`src/rtl/core/rmst_pkg.sv`:
```
// Shared constants, state encoding and controller/datapath link types for the
// range-maximum segment tree core. No dependencies.
package rmst_pkg;

    localparam int LEAVES_DEF     = 1024;
    localparam int VALUE_BITS_DEF = 32;
    localparam int POS_BITS       = 11;  // position / right_end field width
    localparam int DATA_BITS      = 32;  // value / range_max field width
    localparam int POS_CMP_BITS   = 17;  // holds any position and LEAVES up to 65536
    localparam int S_TDATA_BITS   = 56;  // position, right_end, value, zero pad
    localparam int M_TDATA_BITS   = 32;

    typedef enum logic
    {
        CMD_LOAD  = 1'b0,
        CMD_QUERY = 1'b1
    } cmd_code_t;

    typedef enum logic [5:0]
    {
        ST_CLEAR  = 6'b000001,
        ST_IDLE   = 6'b000010,
        ST_LOAD   = 6'b000100,
        ST_QWALK  = 6'b001000,
        ST_QDRAIN = 6'b010000,
        ST_QOUT   = 6'b100000
    } state_t;

    typedef struct packed
    {
        logic clr_step;
        logic ld_start;
        logic ld_step;
        logic q_start;
        logic q_step;
        logic out_load;
    } dp_cmd_t;

    typedef struct packed
    {
        logic clr_last;
        logic ld_ok;
        logic ld_last;
        logic walk_done;
    } dp_sts_t;

endpackage

```
`src/rtl/core/rmst_ctrl.sv`:
```
// Sequencer for the segment tree core: clear sweep, leaf update walk, query
// walk and result hand-off. Depends on rmst_pkg.
module rmst_ctrl
(
    input  logic              clk,
    input  logic              rst_n,
    input  logic              in_valid,
    input  logic              in_cmd,
    output logic              in_ready,
    output logic              out_valid,
    input  logic              out_ready,
    output rmst_pkg::dp_cmd_t cmd,
    input  rmst_pkg::dp_sts_t sts
);

    rmst_pkg::state_t state_reg, state_next;
    logic             out_valid_reg, out_valid_next;

    always_ff @(posedge clk or negedge rst_n)
    begin
        if (!rst_n)
        begin
            state_reg     <= rmst_pkg::ST_CLEAR;
            out_valid_reg <= 1'b0;
        end
        else
        begin
            state_reg     <= state_next;
            out_valid_reg <= out_valid_next;
        end
    end

    assign in_ready  = (state_reg == rmst_pkg::ST_IDLE);
    assign out_valid = out_valid_reg;

    always_comb
    begin
        state_next     = state_reg;
        cmd            = '0;
        out_valid_next = out_valid_reg;
        if (out_valid_reg && out_ready)
        begin
            out_valid_next = 1'b0;
        end
        case (state_reg)
            rmst_pkg::ST_CLEAR:
            begin
                cmd.clr_step = 1'b1;
                if (sts.clr_last)
                begin
                    state_next = rmst_pkg::ST_IDLE;
                end
            end
            rmst_pkg::ST_IDLE:
            begin
                if (in_valid)
                begin
                    if (in_cmd == rmst_pkg::CMD_QUERY)
                    begin
                        cmd.q_start = 1'b1;
                        state_next  = rmst_pkg::ST_QWALK;
                    end
                    else if (sts.ld_ok)
                    begin
                        cmd.ld_start = 1'b1;
                        state_next   = rmst_pkg::ST_LOAD;
                    end
                end
            end
            rmst_pkg::ST_LOAD:
            begin
                cmd.ld_step = 1'b1;
                if (sts.ld_last)
                begin
                    state_next = rmst_pkg::ST_IDLE;
                end
            end
            rmst_pkg::ST_QWALK:
            begin
                if (sts.walk_done)
                begin
                    state_next = rmst_pkg::ST_QDRAIN;
                end
                else
                begin
                    cmd.q_step = 1'b1;
                end
            end
            rmst_pkg::ST_QDRAIN:
            begin
                // the last node reads have already folded into the running max; nothing to do here
                state_next = rmst_pkg::ST_QOUT;
            end
            rmst_pkg::ST_QOUT:
            begin
                if (!out_valid_reg || out_ready)
                begin
                    cmd.out_load   = 1'b1;
                    out_valid_next = 1'b1;
                    state_next     = rmst_pkg::ST_IDLE;
                end
            end
            default:
            begin
                state_next = rmst_pkg::ST_IDLE;
            end
        endcase
    end

endmodule

```
`config.mk`:
```
export PLATFORM = sky130hd
export DESIGN_NAME = rmst_ctrl
export DESIGN_NICKNAME = d
export VERILOG_FILES = /design/src/rtl/core/rmst_pkg.sv /design/src/rtl/core/rmst_ctrl.sv
export SDC_FILE = /design/constraint.sdc
export NUM_CORES = 1
export LEC_CHECK = 0
export BUFFER_PORTS_ARGS = -buffer_cell sky130_fd_sc_hd__buf_2
export CAP_MARGIN = 20
export CORE_AREA = 3 3 40 42
export CTS_BUF_LIST = sky130_fd_sc_hd__clkbuf_16
export CTS_CLUSTER_SIZE = 10
export DETAILED_ROUTE_END_ITERATION = 10
export DIE_AREA = 0 0 43 45
export PLACE_DENSITY_LB_ADDON = 0.05
export SYNTH_ARGS = -nofsm -noshare
export SYNTH_HDL_FRONTEND = slang
export SYNTH_SLANG_ARGS = --single-unit
```
`constraint.sdc`:
```
create_clock -name clk -period 1.8 [get_ports clk]
set_input_delay 0.18 -clock clk [delete_from_list [all_inputs] [get_ports clk]]
set_output_delay 0.18 -clock clk [all_outputs]
set_load 0.01 [all_outputs]
```
==> results.md <==
- Area Growth Syn to Fin: 78.4%
- Startpoint Class: register
- Grt total ovfl: 0
- Hold Crit Depth: 3
- Status: finished, violations left
- CTS tree: done
- Hold EP: state_reg[0]
- Slew @ Worst Pin: 0.258 ns
- Final wirelength: 1300 µm
- Initial Util: 0.325
- Share of the synthesized area in the top cell type: 0.359
- Top layer in use: met4
- Final Max Slew Viols: 0
- Mapped Nets: 52
- Crit share post-route: 1.10
- Final hold violations: 0
- Vias per cell: approximately 5.1
- Final instance area: 746 µm²
- Tot GR Track Use: 0.163
- Synth Instances: 43
- Post-route minimum period: 1.97 ns
- Adder-cell share of the synthesized area: 0
- Via Count: 462
- Min-Delay Path Class: primary input to register
- Placed cell area: 558 µm²
- M1 WL: around 460 µm
- Total CTS buffers: 3
- P_leak: ~0.4 nW
- Max_cap viols: 0
- Final #Nets: 85
- CP arrival: between 1.5 and 2 ns
- Synth Area in Compound Gates: 0.138
- Slew headroom: 0.827
- Horiz. Die Dim: 43 µm
- Largest family of logic cells by synthesized area: simple AND/OR/NAND/NOR gates
- Clock Skew: 0.00140 ns
- CP max FO: 4
- Final std cells w/o fill: 90
- Dominant cell type by area after synthesis: dfrtp_1
- Setup violations, final: 8
- RSZ-0062 raised after global routing: yes
- Unique cell type count in the Yosys netlist: 28
- Failing checks: setup timing
- Die H: 45 µm
- Routability congestion estimate: 0.747
- Layout cells sized above 1: 0.560
- N_diodes: 0
- Post-Synth Simple-Gate Area: 0.383
- RR Startpoint: state_reg[3]
- Num rows: 13
- Post-synthesis average cell area: 9.72 µm²
- Antenna Nets Post-Route: 0
- Bufs on Longest Clock Path: 2
- Hold path start: sts[3]
- Max reg flops: 6
- Vias in the first global route: about 520
- Reg2reg end: state_reg[1]
- Xor and xnor area share after synthesis: 0.0210
- Post-synth ARST share: 1.00
- Post-route setup slack: -0.171 ns
- Crit end category: output port
- Buffers on Ports: 16
- Reg2reg path depth: 5
- Drt pass-1 iters: 4
- Synth area leaders: dfrtp_1 (36%), dfstp_2 (6.3%), nor2b_1 (6.0%)
- Fmax: around 510 MHz
- Core area: 1280 µm²
- Io pins: 17
- Fillers: 109
- Req. time, crit path: 1.62 ns
- WL per Instance: 14.5 µm
- H-Tree Depth: 1
- Warnings from Yosys: 0
- VDD IR max: 0.988 mV
- Clock Latency Late Sink: 0.23 ns
- WL met2: 714 µm
- Yosys reg bits: 7
- Dominant synthesized flop cell: dfrtp_1
- Mux share of post-synthesis cell area: 0
- Register area share after synthesis: 0.422
- Clock slew at reported path FFs: ~0.040 ns
- PwrDens: approximately 1500 nW/µm²
- Critical path class: register to output port
- Clk sinks: 7
- Root buffer cell: clkbuf_16
- Largest net degree at the start of global routing: 8
- 1st-iter DRT viols: 8
- Post-Syn Area: around 420 µm²
- DP HPWL: 818 µm
- FF-to-FF setup slack: -0.10 ns
- Post-synth EDFFs: 0
- Initial antenna violation count: 0
- DRC: 0
- Cells after DPL: 79
- First-pass GRT wire length: 2240 µm
- Die footprint: slightly below 2000 µm²
- Hold slack: 0.181 ns
- Met3 WL: 89 µm
- Pwr Total: 0.00108 W
[how the worst max path moves through the flow]
stage,from,endpoint,slack (ns)
after global placement,state_reg[5],cmd[1],-0.005
after CTS,state_reg[2],cmd[4],-0.14
after global routing,state_reg[2],cmd[4],-0.24
after detailed placement,state_reg[5],cmd[1],0.03
final,state_reg[3],cmd[4],-0.17
after floorplan,state_reg[3],cmd[4],0.04
[metal layers]
metal,track usage,vias up
li1,-,221
met2,0.299,16
met4,0.102,0
met3,0.0637,4
met5,0,-
met1,0.152,221
[timing repair]
action / CTS / global route
buffers inserted: 6 / 1
resized for setup: 9 / 2
hold buffers: 1 / 0
endpoints found under the setup margin: 5 / 10
endpoints found under the hold margin: 6 / 0
gates cloned: 0 / 0
pin swaps: 7 / 3
[stage by stage]
step,setup WS (ns),setup TNS [ns],util
after global placement,-0.00460,-0.00460,0.434
after floorplan,0.0428,0,-
after detailed placement,0.0277,0,0.434
after CTS,-0.145,-0.607,0.571
final,-0.171,-0.774,0.580
after global routing,-0.239,-1.18,0.580
[cell usage in the layout, fill, tap and decap left out, types with 3 or more instances in the layout]
| cell type | instances |
|---|---|
| buf_2 | 14 |
| dfrtp_1 | 6 |
| buf_6 | 3 |
| nor2b_1 | 4 |
| inv_1 | 3 |
| buf_4 | 11 |
| clkbuf_16 | 3 |
[layout make-up]
| class | count | area [µm²] | share of cell area |
|---|---|---|---|
| inverter | 3 | 11.3 | 0.0151 |
| clock buffer | 3 | 75.1 | 0.101 |
| sequential | 7 | 176 | 0.237 |
| multi-input combinational | 32 | 264 | 0.354 |
| timing repair buffer | 29 | 196 | 0.263 |
| clock inverter | 1 | 3.75 | 0.00503 |
| tap | 15 | 18.8 | 0.0252 |
[synthesized netlist by cell type, types with 2 or more instances]
cell type,n
nor2_1,2
nor2b_1,4
a21oi_1,2
inv_1,3
nor4_1,2
dfrtp_1,6
nand2_1,2
nor3b_1,2
[worst max-delay path: stages, from the launching register on]
cell	delay [ns]
dfrtp_1	0.38
or4_4	0.57
nor3b_4	0.25
and4b_1	0.23
buf_2	0.13
[cell families after synthesis]
logic type / Yosys count
DFF: 7
and+or+nand+nor: 23
xor gates and xnor gates: 1
AOI/OAI and AO/OA: 8
buffers and inverters: 4
[power by group]
part,leakage [nW],internal (W),switching (W),total [W]
clock network,0.0423,0.000289,0.0000869,0.000376
logic,0.274,0.000286,0.000214,0.000501
registers,0.0901,0.000186,0.0000202,0.000206
Power figures use the tool's default switching activity.
